===== src/hw/rtl/epic_pkg.sv =====
// Shared types, constants and register indexes for the encoder position block.
package epic_pkg;

  localparam int PosW = 48;
  localparam int SpeedW = 40;
  localparam logic [31:0] SpeedZeroTimeoutUs = 32'd200000;
  localparam logic [31:0] SpeedUpdateMinUs = 32'd10000;
  localparam logic [27:0] SpeedScale = 28'd256000000;

  localparam logic [1:0] OpService = 2'd0;
  localparam logic [1:0] OpSetPos = 2'd1;
  localparam logic [1:0] OpClearHist = 2'd2;

  localparam logic [2:0] RegTicksPerStep = 3'd0;
  localparam logic [2:0] RegIndexEnable = 3'd1;
  localparam logic [2:0] RegIndexMinInterval = 3'd2;
  localparam logic [2:0] RegIndexMinSteps = 3'd3;
  localparam logic [2:0] RegCorrEnable = 3'd4;
  localparam logic [2:0] RegExpectedSteps = 3'd5;
  localparam logic [2:0] RegMaxError = 3'd6;
  localparam logic [2:0] RegGain = 3'd7;

  typedef struct packed {
    logic [7:0]  ticks_per_step;
    logic        index_enable;
    logic [31:0] index_min_interval_us;
    logic [30:0] index_min_steps_between;
    logic        correction_enable;
    logic [30:0] expected_steps_between_index;
    logic [30:0] max_error_steps;
    logic [8:0]  correction_gain_q8;
  } cfg_t;

  // Request and answer of the shared divider.
  typedef struct packed {
    logic        start;
    logic [63:0] num;
    logic [63:0] den;
  } div_req_t;

  typedef struct packed {
    logic        done;
    logic [63:0] quo;
    logic [63:0] rem;
  } div_rsp_t;

endpackage


===== src/hw/rtl/epic_regs.sv =====
// APB-style configuration register file.
module epic_regs (
  input  logic                clk,
  input  logic                rst,
  input  logic                psel,
  input  logic                penable,
  input  logic                pwrite,
  input  logic [4:0]          paddr,
  input  logic [31:0]         pwdata,
  output logic [31:0]         prdata,
  output logic                pready,
  output epic_pkg::cfg_t      cfg
);
  import epic_pkg::*;

  logic [2:0] idx;
  logic       wr;

  assign pready = 1'b1;
  assign idx = paddr[4:2];
  assign wr = psel && penable && pwrite;

  always_ff @(posedge clk) begin
    if (rst) begin
      // ticks_per_step 4, gain 256, everything else off
      cfg <= {8'd4, 1'b0, 32'd0, 31'd0, 1'b0, 31'd0, 31'd0, 9'd256};
    end else if (wr) begin
      case (idx)
        RegTicksPerStep:     cfg.ticks_per_step <= pwdata[7:0];
        RegIndexEnable:      cfg.index_enable <= pwdata[0];
        RegIndexMinInterval: cfg.index_min_interval_us <= pwdata;
        RegIndexMinSteps:    cfg.index_min_steps_between <= pwdata[30:0];
        RegCorrEnable:       cfg.correction_enable <= pwdata[0];
        RegExpectedSteps:    cfg.expected_steps_between_index <= pwdata[30:0];
        RegMaxError:         cfg.max_error_steps <= pwdata[30:0];
        RegGain:             cfg.correction_gain_q8 <= pwdata[8:0];
        default: ;
      endcase
    end
  end

  always_comb begin
    case (idx)
      RegTicksPerStep:     prdata = {24'd0, cfg.ticks_per_step};
      RegIndexEnable:      prdata = {31'd0, cfg.index_enable};
      RegIndexMinInterval: prdata = cfg.index_min_interval_us;
      RegIndexMinSteps:    prdata = {1'b0, cfg.index_min_steps_between};
      RegCorrEnable:       prdata = {31'd0, cfg.correction_enable};
      RegExpectedSteps:    prdata = {1'b0, cfg.expected_steps_between_index};
      RegMaxError:         prdata = {1'b0, cfg.max_error_steps};
      RegGain:             prdata = {23'd0, cfg.correction_gain_q8};
      default:             prdata = '0;
    endcase
  end
endmodule


===== config.mk =====
export PLATFORM = sky130hd
export DESIGN_NAME = epic_regs
export DESIGN_NICKNAME = d
export VERILOG_FILES = /design/src/hw/rtl/epic_pkg.sv /design/src/hw/rtl/epic_regs.sv
export SDC_FILE = /design/constraint.sdc
export NUM_CORES = 1
export LEC_CHECK = 0
export BUFFER_PORTS_ARGS = -buffer_cell sky130_fd_sc_hd__buf_2
export CAP_MARGIN = 15
export CORE_MARGIN = 2
export CORE_UTILIZATION = 40
export CTS_CLUSTER_SIZE = 10
export DETAILED_ROUTE_END_ITERATION = 6
export PLACE_DENSITY = 0.65
export SYNTH_ARGS = -nofsm -noshare
export SYNTH_HDL_FRONTEND = slang
export SYNTH_SLANG_ARGS = --single-unit

===== constraint.sdc =====
create_clock -name clk -period 1.7 [get_ports clk]
set_input_delay 0.34 -clock clk [delete_from_list [all_inputs] [get_ports clk]]
set_output_delay 0.34 -clock clk [all_outputs]
set_load 0.03 [all_outputs]

# Word level (Yosys, flattened, before mapping)

Index checks and enable logic that the tools add are counted.

Bits in registers: 144
Input bits: 42
Output and inout bits: 177
Logic and storage cells: 27

Eq/ne operators: 7
Mux-type cells: 1
Reduce and logical (&&, ||, !) cells: 11

Operators by type and width:

| operator           | number |
|---|---|
| $pmux 32 s8        | 1 |
| $reduce_and 2->1   | 8 |
| $eq 3x3->1 const B | 4 |
| $eq 3x2->1 const B | 2 |
| $eq 3x1->1 const B | 1 |
| $logic_not 3->1    | 1 |
| $logic_and 1x1->1  | 2 |

# Logic depth before layout (Yosys ltp)

Depth after elaboration: 3
Depth in mapped cells: 7
Mapped depth without buffers: 3

# Least setup slack after synthesis

No wires, ideal clock.

Path type: input -> output
From: in paddr[3]
To: out prdata[17]
Arrival time: 1.514 ns
Data required time: 1.360 ns
Path slack: -0.154 ns
Stages on the path: 5
Path buffers: 3
Cell sequence: buf_6 -> buf_1 -> nand2_1 -> clkbuf_1 -> o22ai_1

Word-level cells in the longest chain between the ends: 2
Elaborated cells between the ends (all ways): 9
Classes of those cells: 7 x eq/ne; 1 x mux; 1 x reduce/logical

RTL lines:

| item                               | line            | text |
|---|---|---|
| start, declared                    | epic_regs.sv:8  | `input logic [4:0] paddr,` |
| $eq 3x3->1 (tied with other cells) | epic_regs.sv:43 | `case (idx)` |
| $pmux 32 s8 *                      | epic_regs.sv:43 |  |
| end, declared                      | epic_regs.sv:10 | `output logic [31:0] prdata,` |

Every way passes the cells marked *; elsewhere a longest branch is shown, timed or not.

# Worst setup path in the final report

From: reg cfg[40] (netlist bit)
To: out prdata[0]

Word-level cells in the longest chain between the ends: 1

RTL lines:

| item                   | line            | text |
|---|---|---|
| start, declared        | epic_regs.sv:12 | `output epic_pkg::cfg_t cfg` |
| start signal, assigned | epic_regs.sv:26 | `cfg <= {8'd4, 1'b0, 32'd0, 31'd0, 1'b0, 31'd0, 31'd0, 9'd256};` |
| $pmux 32 s8            | epic_regs.sv:43 |  |

No other way between the ends.

==> impl_metrics.yaml <==
outcome:
  status: "finished, violations left"
  violations: "negative setup slack"
power_and_ir_drop:
  power.leakage_nw: 4.87
  power_mw: 8.10
  powerDensity_nw_per_um2: 829
  ir_worst_vdd_mv: 0.672
final_layout:
  fillerInstances: 1496
  final_common_cell: "buf_2"
  final_cell_mix: "buf_2, nand2b_1, mux2i_1"
  nNetsFinal: 961
  reg_top3: "cfg: 144 flops"
  largest_register: "cfg"
  stdcell_count: 1157
  fin_area_um2: 9770
  area_growth_pct: 40.8
  finish.utilization: 0.571
  diodes: 0
  drive_gt1_frac: 0.427
  largest_reg_flops: 144
floorplan:
  core_area_um2: 17100
  start_util: 0.405
  die-area_um2: 18400
  rows: 48
  chipWidth_um: 136
  dieHeight_um: 136
  pin_count: 219
run:
  drv_cap: 0
route:
  wl_per_cell_um: 18.0
  via_count: 5855
  first_pass_iters: 4
  ant_nets: 0
  drtIter0Drc: 198
  drt_wl_total_mm: 20.8
  via_per_inst: 5.06
  drc: 0
synthesis:
  synthArstFlopShare: 0
  synth_top_area_cell: "dfxtp_1"
  synth_edf_count: 0
  synth_nets: 719
  synth.area.top_cells: "dfxtp_1, mux2i_1, nand2b_1, a22oi_1, o22ai_1"
  ys_seq_elements: 144
  synth_ff_type: "dfxtp_1"
  synth_seq_area_share: 0.416
  avgSynthCellArea_um2: 10.2
  syn-cell-area_um2: 6940
  netlist.area_leader.share: 0.416
  syn-instance-count: 677
  synth_cell_type_count: 38
  yosys_warnings: 0
timing:
  fmax_ghz: 0.556
  finalClockSkew_ps: 0
  timing.final.crit_share: 1.06
  setup_viol: 10
  fin_setup_tns_ps: -379
  slew_violations: 0
  fin_crit_ps: 1800
  finalHoldViolCount: 0
  finalWorstSetupSlack_ps: -97.9
  rsz0062_at_grt: "true"
  worst_hold_slack_ps: 186
critical_path:
  r2r_end: "cfg[108]"
  critPathMaxFanout: 2
  startpoint_type: "register"
  worstSetupPathType: "register to output pin"
  arrival_ps: 1460
  r2r_setup_slack_ps: 990
  critPathRequiredTime_ps: 1360
  r2r_cells: 3
  crit_path_end_kind: "output pin"
  timing.rr.start: "cfg[108]"
place:
  post_dp_cell_area_um2: 8530
  dp.cells: 1110
  gp_congestion: 0.786
  place_hpwl_mm: 13.8
  pre_cts_ws_ps: -233
  io_buffers: 215
global_route:
  grt_antenna_before_repair: 1
  gr-usage-all-layers: 0.225
  grt_pass1_vias: 5640
  grt_overflow: 0
  grt_first_pass_wirelength_mm: 31.9
  grt_max_degree: 55
clock_network:
  clockRootBuffer: "clkbuf_16"
  h-tree-depth: 4
  cts_tree: "yes"
  ctsHoldBuffers: 0
  clkLatencyLatePin_ps: 410
  clockBufferDepth: 2
  cts.sinks: 144
  cts_buffers: 17
  clk_pin_slew_ps: 60
min_path:
  hold_start: "pwdata[31]"
  min_to: "cfg[134]"
  hp-class: "primary input to register"
  hold_depth: 3
[cells in the mapped netlist, drive strengths merged, types with 3 or more instances]
library cell and instances:
mux2 5, a21oi 5, o22a 4, nor2 6, nand2 9, buf 37
o2bb2ai 3, o22ai 22, nand2b 175, o32ai 4, dfxtp 144, and3 3
nor2b 8, a21boi 3, nand3b 10, clkbuf 23, a22oi 25, mux2i 172
and2 3
[report_power, final]
group | leakage [nW] | switching (mW) | total [mW] | internal (mW)
logic | 3.42 | 0.417 | 0.759 | 0.342
registers | 1.17 | 0.0227 | 3.42 | 3.40
clock network | 0.286 | 1.55 | 3.92 | 2.37
total | 4.87 | 1.99 | 8.10 | 6.11
[layout make-up]
cell class              count  area, um2  share of cell area
flip-flops and latches    144       2920               0.298
multi-input cells         472       3980               0.407
clock inverters            14        180              0.0184
repair buffers            283       1970               0.202
clock buffers              18        439              0.0450
inverters                   1       3.75            0.000384
well taps                 225        282              0.0288
[what timing repair did]
action                     4_1_cts  5_1_grt
buffers inserted                13        4
pin swaps                       38       21
setup endpoints to repair       32       31
gates cloned                     2        0
resized for setup              106       47
[worst max-delay path, stage by stage, from the launching register on]
cell and delay (ps):
dfxtp_2 320, mux2_4 270, a32oi_2 180, a31oi_2 120
buf_6 150
[logic make-up (layout without fill, tap and decap cells)]
logic type / count (synthesis) / count (layout) / synth area share
muxes: 177 / 177 / 0.256
other: 1 / 1 / 0.000541
and+or+nand+nor: 222 / 222 / 0.202
buffers and inverters: 61 / 316 / 0.0514
DFF: 144 / 144 / 0.416
AOI/OAI and AO/OA: 72 / 72 / 0.0743
[per-layer routing]
| layer | share of wire | GRT usage | wire (um) | vias up |
|---|---|---|---|---|
| met3 | 0.058 | 0.0531 | 1210 | 24 |
| met1 | 0.46 | 0.301 | 9550 | 2794 |
| met2 | 0.47 | 0.360 | 9740 | 193 |
| li1 | - | - | - | 2842 |
| met5 | 0.00063 | 0 | 13 | - |
| met4 | 0.014 | 0.0671 | 282 | 2 |
[worst max path at each step]
stage	startpoint	end	slack [ps]	depth (start not counted)
2_1_floorplan	paddr[3]	prdata[17]	-150	5
3_3_place_gp	paddr[3]	prdata[2]	-230	6
3_5_place_dp	paddr[3]	prdata[2]	-230	6
4_1_cts	cfg[79]	prdata[7]	-120	4
5_1_grt	cfg[138]	prdata[2]	-150	4
6_report	cfg[40]	prdata[0]	-100	4
No activity file was read; power rests on OpenSTA's default activity.
