**config.mk**
```make
export PLATFORM = sky130hd
export DESIGN_NAME = epic_div
export DESIGN_NICKNAME = d
export VERILOG_FILES = /design/src/hw/rtl/epic_pkg.sv /design/src/hw/rtl/epic_div.sv
export SDC_FILE = /design/constraint.sdc
export NUM_CORES = 1
export LEC_CHECK = 0
export ABC_AREA = 1
export BUFFER_PORTS_ARGS = -buffer_cell sky130_fd_sc_hd__buf_4
export CORE_MARGIN = 10
export CORE_UTILIZATION = 62
export DETAILED_ROUTE_END_ITERATION = 7
export PLACE_DENSITY = 0.87
export SYNTH_ARGS = -nofsm -noshare
export SYNTH_HDL_FRONTEND = slang
export SYNTH_SLANG_ARGS = --single-unit
```
**constraint.sdc**
```tcl
create_clock -name clk -period 14.2 [get_ports clk]
set_clock_uncertainty 0.15 [all_clocks]
set_input_delay 3.55 -clock clk [delete_from_list [all_inputs] [get_ports clk]]
set_output_delay 3.55 -clock clk [all_outputs]
set_load 0.01 [all_outputs]
```
**src/hw/rtl/epic_pkg.sv**
```systemverilog
// Shared types, constants and register indexes for the encoder position block.
package epic_pkg;

  localparam int PosW = 48;
  localparam int SpeedW = 40;
  localparam logic [31:0] SpeedZeroTimeoutUs = 32'd200000;
  localparam logic [31:0] SpeedUpdateMinUs = 32'd10000;
  localparam logic [27:0] SpeedScale = 28'd256000000;

  localparam logic [1:0] OpService = 2'd0;
  localparam logic [1:0] OpSetPos = 2'd1;
  localparam logic [1:0] OpClearHist = 2'd2;

  localparam logic [2:0] RegTicksPerStep = 3'd0;
  localparam logic [2:0] RegIndexEnable = 3'd1;
  localparam logic [2:0] RegIndexMinInterval = 3'd2;
  localparam logic [2:0] RegIndexMinSteps = 3'd3;
  localparam logic [2:0] RegCorrEnable = 3'd4;
  localparam logic [2:0] RegExpectedSteps = 3'd5;
  localparam logic [2:0] RegMaxError = 3'd6;
  localparam logic [2:0] RegGain = 3'd7;

  typedef struct packed {
    logic [7:0]  ticks_per_step;
    logic        index_enable;
    logic [31:0] index_min_interval_us;
    logic [30:0] index_min_steps_between;
    logic        correction_enable;
    logic [30:0] expected_steps_between_index;
    logic [30:0] max_error_steps;
    logic [8:0]  correction_gain_q8;
  } cfg_t;

  // Request and answer of the shared divider.
  typedef struct packed {
    logic        start;
    logic [63:0] num;
    logic [63:0] den;
  } div_req_t;

  typedef struct packed {
    logic        done;
    logic [63:0] quo;
    logic [63:0] rem;
  } div_rsp_t;

endpackage

```
**src/hw/rtl/epic_div.sv**
```systemverilog
// Shared unsigned radix-2 restoring divider, 64 bits, one quotient bit a cycle.
module epic_div (
  input  logic                 clk,
  input  logic                 rst,
  input  epic_pkg::div_req_t   req,
  output epic_pkg::div_rsp_t   rsp
);
  import epic_pkg::*;

  logic        busy;
  logic        done;
  logic [6:0]  cnt;
  logic [63:0] quo;
  logic [64:0] rem;
  logic [63:0] den;
  logic [64:0] trial;
  logic [64:0] sub;

  assign trial = {rem[63:0], quo[63]};
  assign sub = trial - {1'b0, den};

  always_ff @(posedge clk) begin
    if (rst) begin
      busy <= 1'b0;
      cnt <= '0;
      done <= 1'b0;
    end else begin
      done <= 1'b0;
      if (req.start) begin
        busy <= 1'b1;
        cnt <= 7'd64;
        quo <= req.num;
        rem <= '0;
        den <= req.den;
      end else if (busy) begin
        if (!sub[64]) begin
          rem <= sub;
          quo <= {quo[62:0], 1'b1};
        end else begin
          rem <= trial;
          quo <= {quo[62:0], 1'b0};
        end
        cnt <= cnt - 7'd1;
        if (cnt == 7'd1) begin
          busy <= 1'b0;
          done <= 1'b1;
        end
      end
    end
  end

  assign rsp = {done, quo, rem[63:0]};
endmodule

```
# Yosys cells after proc, flatten, opt, wreduce, memory -nomap -nowiden
# Cells that the tools add are included.
# totals
ff_bits,201
latch_bits,0
mem_bits_rw,0
rom_bits,0
inputBits,131
memories,0
# op_classes
add_sub_neg,2
multipliers,0
div_mod_pow,0
magnitude_cmp,0
n_eq_ne,1
shifts,0
mux,11
n_bitwise,2
n_reduce_logical,5
# ops
op,n
64-bit 2-to-1 mux,4
65-bit by 64-bit subtractor with 65-bit output,1
7-bit 2-to-1 mux,2
7-bit by 1-bit == test with 1-bit output (second input constant),1
7-bit by 1-bit subtractor with 7-bit output (second input constant),1
1-bit 2-to-1 mux,5
2-bit AND reduction,2
3-bit OR reduction,1
1-bit NOT,2
2-bit nonzero test,1
2-bit OR reduction,1

# Depth between registers and ports, before layout
# Gate-level depths: netlist (run 1).
# depth
ltp_word,4
mapped_depth,20
ltp_nobuf,19

# Worst setup path before layout (run 1)
# Ideal clock, no wire load.
# synth_path
path_kind,input to register
from,input req[128] in the netlist's numbering
to,register quo[0] (enable)
t_arrival_ns,10.021
slack_ns,3.368
cell_stages,3
n_path_buf,1
path_cell_list,inv_1 -> clkbuf_1 -> a21oi_1
# synth_via
elab_chain_len,2
# synth_rtl
element,line,rtl
"start, declared",epic_div.sv:5,"input epic_pkg::div_req_t req,"
2-bit nonzero test (no line),--,
2-bit AND reduction (no line),--,
"end signal, assigned",epic_div.sv:32,quo <= req.num;
"end signal, assigned",epic_div.sv:38,"quo <= {quo[62:0], 1'b1};"
"end signal, assigned",epic_div.sv:41,"quo <= {quo[62:0], 1'b0};"
"end, declared",epic_div.sv:13,logic [63:0] quo;
# Every way passes these cells.
# A chain may end at the register's enable or synchronous reset.

# Worst setup path in the final report (run 1)
# layout_path
from,input req[128] in the netlist's numbering
to,register rem[49] (enable)
# layout_via
elab_chain_len,2
# layout_rtl
element,line,rtl
2-bit nonzero test (no line),--,
2-bit AND reduction (no line),--,
"end signal, assigned",epic_div.sv:37,rem <= sub;
"end signal, assigned",epic_div.sv:40,rem <= trial;
"end, declared",epic_div.sv:14,logic [64:0] rem;
# Every way passes these cells.

==> run metrics, run 1 <==
# hold bufs at CTS 0; vias per cell between 5 and 6; fin crit share 40.14%; CTS tree built; Rows 56; Max-slew headroom 21.92%; Hold Worst Slack ~0.35 ns; filler-free cell count of the finished design 2727; hold endpoint cnt[6]; Gate power share 35.3%; diode count 0; register bit total from synthesis approximately 200; CTS buffer count 22; area share of the largest cell type after synthesis 39.23%; CTS Sinks 201; vias in the first global route between 10000 and 15000; Startpoint Class input port; DRT Pass-1 Iters 6; initial antenna violation count 0; H-tree Lvls 1; initial drt markers 1627; sw frac approximately 37%; FF-to-FF setup slack ~11 ns; TNS Setup 0 ns; Post-synth top cells 917 x nand2_1, 408 x inv_1, 209 x nor2_1; Routed Antenna Nets 0; Leak approximately 9.6 nW; clock edge transition at the registers on the reported setup and hold paths ~0.06 ns; routed len/inst ~18 um; first-pass GRT wire length approximately 78 mm; sequential share of the synthesized area slightly above 40%; Detail Placement HPWL approximately 39 mm; Max VDD drop 124.8 uV; FILL cells 1786; P_int approximately 0.0013 W; die footprint just over 30000 sq um; starting density of the core between 60% and 70%; ys async rst share 0%; Avg Synthesized Cell Area between 6 and 7 sq um; GP Congestion between 1 and 1.5; R2R depth 19; pwr dens between 100 and 150 nW/um^2; power share of the clock group between 20 and 30%; DRC viols 0; synth warn 0; clk_lat worst skew 0.52 ns; HP Class register to register; via count approximately 15000; count leader, synth nand2_1; worst r2r src quo[63]; Synth Flop Type edfxtp_1; IO Port Bufs about 260; MaxCap Viol Count 0; Arr. time, crit path between 5 and 6 ns; final setup violation count 0; Crit Path Category input port to register; switching pwr approximately 0.00076 W; RR Endpoint rem[62]; Core Area 23400 sq um; Final nets around 2600; Die Ht 174.0 um; Hold Violations, Final 0; Yosys top cell by area edfxtp_1; routed wire length 50.31 mm; Synthesized Nets approximately 2300; Seq pwr share 36.9%; grt ovf 0; GRT Total Usage between 30% and 40%; Max FO, Critical Path 84; top cells by area, synth edfxtp_1 39%, nand2_1 23%, inv_1 10%; deepest clock path buffer count 3; post-CTS sizing 0; Max Clk Rate between 150 and 200 MHz; crit path time final ~5.7 ns; CTS root buf clkbuf_16; Slew Viols, Final 0; Worst EP required between 10 and 15 ns; synthesized area ~15000 sq um; fin util between 70 and 80%; crit end category register; share of cells above drive strength 1 15.82%; Syn Inst Count about 2100; RSZ-0062 raised after global routing no; io pins 260; area grow syn2layout 19.40%; status complete, no violations; post-CTS setup buffers 0; largest net degree at the start of global routing 85; Placed Cells incl. Taps ~2700; hold path startpoint cnt[6]; Die X between 150 and 200 um; hold depth 2; Worst-Margin Slew 1.171 ns; Post-synth EDFFs 192; synth unique cells 40
-- flip-flops by register name, summed over array words and instances, names as in the netlist --
name  flops
done      1
busy      1
rem      64
quo      64
cnt       7
den      64
-- stage by stage --
| stage | instance area [sq um] | setup slack (ns) | total power [W] |
|---|---|---|---|
| after global placement | 16840 | 8.115 | 0.001440 |
| after CTS | 17550 | 8.576 | 0.002031 |
| final | 17550 | 8.500 | 0.002047 |
| after detailed placement | 16840 | 8.056 | 0.001465 |
| after floorplan | 14700 | 3.368 | 0.001241 |
| after global routing | 17550 | 8.356 | 0.002146 |
-- cells by family (layout without fill, tap and decap cells) --
logic type | Yosys count | count (layout) | synth area share (%)
AO/OA/AOI/OAI | 83 | 83 | 3.108
XOR/XNOR | 32 | 32 | 1.907
adder cells (fa/ha/maj) | 67 | 67 | 5.756
buffers and inverters | 455 | 723 | 12.41
flip-flops | 201 | 201 | 40.46
AND/OR/NAND/NOR | 1302 | 1302 | 36.36
-- worst max path at each step --
stage                        start      end  cells past startpoint
after detailed placement  req[128]  rem[49]                      4
after floorplan           req[128]   quo[0]                      3
after global placement    req[128]  rem[50]                      4
final                     req[128]  rem[49]                      4
after global routing      req[128]  rem[59]                      7
after CTS                 req[128]  rem[54]                      4
-- area by class of cell --
| type | instances | area [sq um] | area share (%) |
|---|---|---|---|
| multi-input cells | 1484 | 6945 | 39.58 |
| flip-flops and latches | 201 | 5946 | 33.88 |
| repair buffers | 263 | 1974 | 11.25 |
| inverters | 420 | 1579 | 8.999 |
| clock buffers | 30 | 620.6 | 3.537 |
| well taps | 319 | 399.1 | 2.275 |
| clock inverters | 10 | 82.58 | 0.4706 |
-- per-layer routing --
| layer | GRT usage [%] | wire (um) |
|---|---|---|
| met2 | 54.18 | 23860 |
| met1 | 39.06 | 18940 |
| met3 | 8.104 | 5589 |
| met4 | 11.29 | 1929 |
| met5 | 0 | 0 |
-- cell usage in the layout (no fill, tap or decap), drive strengths merged --
cell type / instances
clkinv: 10
buf: 263
o21a: 1
and2: 1
nor3: 13
fa: 1
a211oi: 1
nand2: 951
ha: 66
a21oi: 62
a21o: 1
and3: 1
nor2: 240
or2: 2
o21bai: 9
inv: 419
o41ai: 1
clkbuf: 30
nand3: 62
dfxtp: 9
nand4: 14
edfxtp: 192
nor4: 4
bufinv: 1
nand3b: 14
xor2: 32
o21ai: 8
-- worst max-delay path, cell delays in order --
cell,delay (ns)
buf_4,0.52
inv_4,0.38
a21oi_4,0.25
buf_4,0.90
-- power groups by stage --
| stage | Clock [W] | Combinational [W] | Sequential, W |
|---|---|---|---|
| floorplan | 0 | 0.000466 | 0.000776 |
| global placement | 0 | 0.000676 | 0.000764 |
| detailed placement | 0 | 0.000700 | 0.000765 |
| CTS | 0.000567 | 0.000709 | 0.000755 |
| global route | 0.000592 | 0.000794 | 0.000760 |
| finish | 0.000569 | 0.000722 | 0.000756 |
Note: power is estimated with default switching activity, not from simulation.
==> inputs of run 2 (changes only) <==
Settings changed: ABC_AREA 1 to 0, CORE_UTILIZATION 62 to 56, PLACE_DENSITY 0.87 to 0.82.
Clock period 14.2 ns to 5.77 ns, I/O delays scaled along.
==> run metrics, run 2 <==
largest net degree at the start of global routing 73 (-14%); sequential share of the synthesized area 48.63% (+8.2 points); most common cell after layout, fill and taps aside buf_4; switching pwr 0.001514 W (+99%); crit end category register; Syn Inst Count 1183 (-45%); Leak 6.286 nW (-34%); CTS root buf clkbuf_16; Worst EP required 5.87 ns (-8.32 ns); worst-path cell chain ha_1 -> nand4_2 -> or3_1 -> nor4_1 -> nand2_1 -> a211oi_1 -> o211ai_2 -> nand3_2 -> nand3_2 -> buf_4 -> a21oi_1 -> a211oi_1; # hold bufs at CTS 0 (unchanged); Placement Setup Slack 1.314 ns (-6.742 ns); Max VDD drop 242.0 uV (+94%); final setup violation count 0 (unchanged); Max-slew headroom 44.55% (+23 points); RSZ-0062 raised after global routing no; starting density of the core 57.61% (-5.2 points); post-CTS sizing 0 (unchanged); die footprint 28140 sq um (-7.0%); Max FO, Critical Path 35 (-58%); status complete, no violations; CTS tree built; first-pass GRT wire length 56.92 mm (-27%); RR Endpoint rem[58]; Routed Antenna Nets 0 (unchanged); grt ovf 0 (unchanged); synth unique cells 72 (+80%); Slew Viols, Final 0 (unchanged); synth warn 0 (unchanged); MaxCap Viol Count 0 (unchanged); H-tree Lvls 1 (unchanged); Max Clk Rate 219.8 MHz; P_int 0.003231 W (+150%); Worst-Margin Slew 0.8309 ns (-0.3403 ns); top flop regs den x64, quo x64, rem x64; IO Port Bufs 259 (unchanged); initial drt markers 815 (-50%); Synth Flop Type edfxtp_1; Avg Synthesized Cell Area 10.33 sq um (+50%); count leader, synth edfxtp_1; Die X 167.8 um (-3.6%); CTS buffer count 24 (+9.1%); Crit Path Category register to register; Arr. time, crit path 4.65 ns (-1.04 ns); crit path time final approximately 4.5 ns; Startpoint Class register; post-CTS setup buffers 0 (unchanged); Final WS setup 1.220 ns (-7.280 ns); Core Area 21220 sq um (-9.3%); Post-synth top cells 192 x edfxtp_1, 144 x a21oi_1, 96 x o21ai_0; Rows 53 (-5.4%); DRC viols 0 (unchanged); hold path startpoint cnt[1]; power share of the clock group 31.4% (+3.6 points); Hold Violations, Final 0 (unchanged); io pins 260 (unchanged); Die Ht 167.8 um (-3.6%); area share of the largest cell type after synthesis 47.16% (+7.9 points); clock edge transition at the registers on the reported setup and hold paths 0.06 ns (about the same); register bit total from synthesis 201 (unchanged); vias per cell 6.077 (+14%); Synthesized Nets 1381 (-41%); diode count 0 (unchanged); hold depth 2 (unchanged); vias in the first global route 10574 (-26%); clk_lat worst skew 0.54 ns (+0.02 ns); routed wire length 36.00 mm (-28%); FF-to-FF setup slack 1.22 ns (-9.53 ns); Detail Placement HPWL 26.61 mm (-33%); most frequent cells in the layout 267 x buf_4, 192 x edfxtp_1, 144 x a21oi_1; area grow syn2layout 23.33%; Yosys top cell by area edfxtp_1; top cells by area, synth edfxtp_1 47%, ha_1 6.8%, a21oi_1 5.9%; TNS Setup 0 ns (unchanged); sw frac 31.90% (-5.2 points); Post-synth EDFFs 192 (unchanged); DRT Pass-1 Iters 6 (unchanged); CTS Sinks 201 (unchanged); GRT Total Usage 24.53% (-7.6 points); pwr dens 314.7 nW/um^2 (+170%); Seq pwr share 38.9% (+2.0 points); initial antenna violation count 0 (unchanged); share of cells above drive strength 1 26.90% (+11 points); worst r2r src rem[36]; FILL cells 1542 (-14%); synthesized area 12230 sq um (-17%); via count 10300 (-29%); routed len/inst 21.24 um (+15%); ys async rst share 0% (unchanged); HP Class register to register; Final nets 1600 (-38%); GP Congestion 0.9287 (-9.4%); delay of the slowest critical-path stage 0.65 ns (-0.25 ns); R2R depth 12 (-7); deepest clock path buffer count 3 (unchanged); fin crit share between 70% and 80%; Gate power share 29.7% (-5.6 points); hold endpoint cnt[1]; CP max stage cell nand3_2
run 2: worst max-delay path: cells and delay by family (launching register included):
family	cells	cell delay, ns
and+or+nand+nor	6	1.86
AOI/OAI and AO/OA	4	0.79
adders and majority gates	1	0.52
buffers and inverters	1	0.52
DFF	1	0.41
run 2: power by group through the flow:
stage | Combinational, W | Sequential, W | Clock (W)
floorplan | 0.000909 | 0.00189 | 0
global placement | 0.00136 | 0.00187 | 0
detailed placement | 0.00139 | 0.00187 | 0
CTS | 0.00140 | 0.00184 | 0.00152
global route | 0.00155 | 0.00186 | 0.00157
finish | 0.00141 | 0.00184 | 0.00149
run 2: cell type report:
cell class	instances	area, sq um	area share, %
clock inverter	12	133.9	0.8879
clock buffer	32	640.6	4.249
multi-input combinational	822	5670	37.61
sequential	201	5946	39.43
inverter	85	319.1	2.116
timing repair buffer	268	2024	13.43
tap	275	344.1	2.282
run 2: cell families after synthesis:
| logic type | Yosys count | synth area share (%) |
|---|---|---|
| adder cells (fa/ha/maj) | 67 | 6.918 |
| flip-flops | 201 | 48.63 |
| AO/OA/AOI/OAI | 370 | 18.21 |
| AND/OR/NAND/NOR | 264 | 11.06 |
| XOR/XNOR | 57 | 4.083 |
| buffers and inverters | 160 | 5.209 |
| multiplexers | 64 | 5.885 |
run 2: routing by layer:
layer | up-vias | routed length (um) | part of all wire (%) | GRT usage (%)
li1 | 4862 | - | - | -
met1 | 4867 | 13760 | 38 | 29.45
met2 | 493 | 17150 | 48 | 39.68
met3 | 78 | 3864 | 11 | 8.965
met4 | 0 | 1231 | 3.4 | 8.668
met5 | - | 0 | 0 | 0
run 2: stage by stage:
stage	instances	power (W)	instance area, sq um	util, %	hold WS (ns)
6_report	1695	0.004744	15080	71.06	0.3518
5_1_grt	1695	0.004977	15080	71.06	0.3884
4_1_cts	1695	0.004757	15080	71.06	0.3575
3_5_place_dp	1651	0.003257	14300	67.41	0.3490
3_3_place_gp	1651	0.003228	14300	67.41	0.3294
2_1_floorplan	1183	0.002800	12230	-	0.3185
run 2: worst max-delay path by stage:
stage | from | to | slack, ns | depth (start not counted)
CTS | rem[34] | rem[58] | 1.28 | 12
floorplan | req[128] | quo[0] | 0.05 | 3
finish | rem[36] | rem[58] | 1.22 | 12
global placement | rem[36] | rem[0] | 1.46 | 12
global route | rem[35] | rem[58] | 0.97 | 12
detailed placement | rem[34] | rem[58] | 1.31 | 12
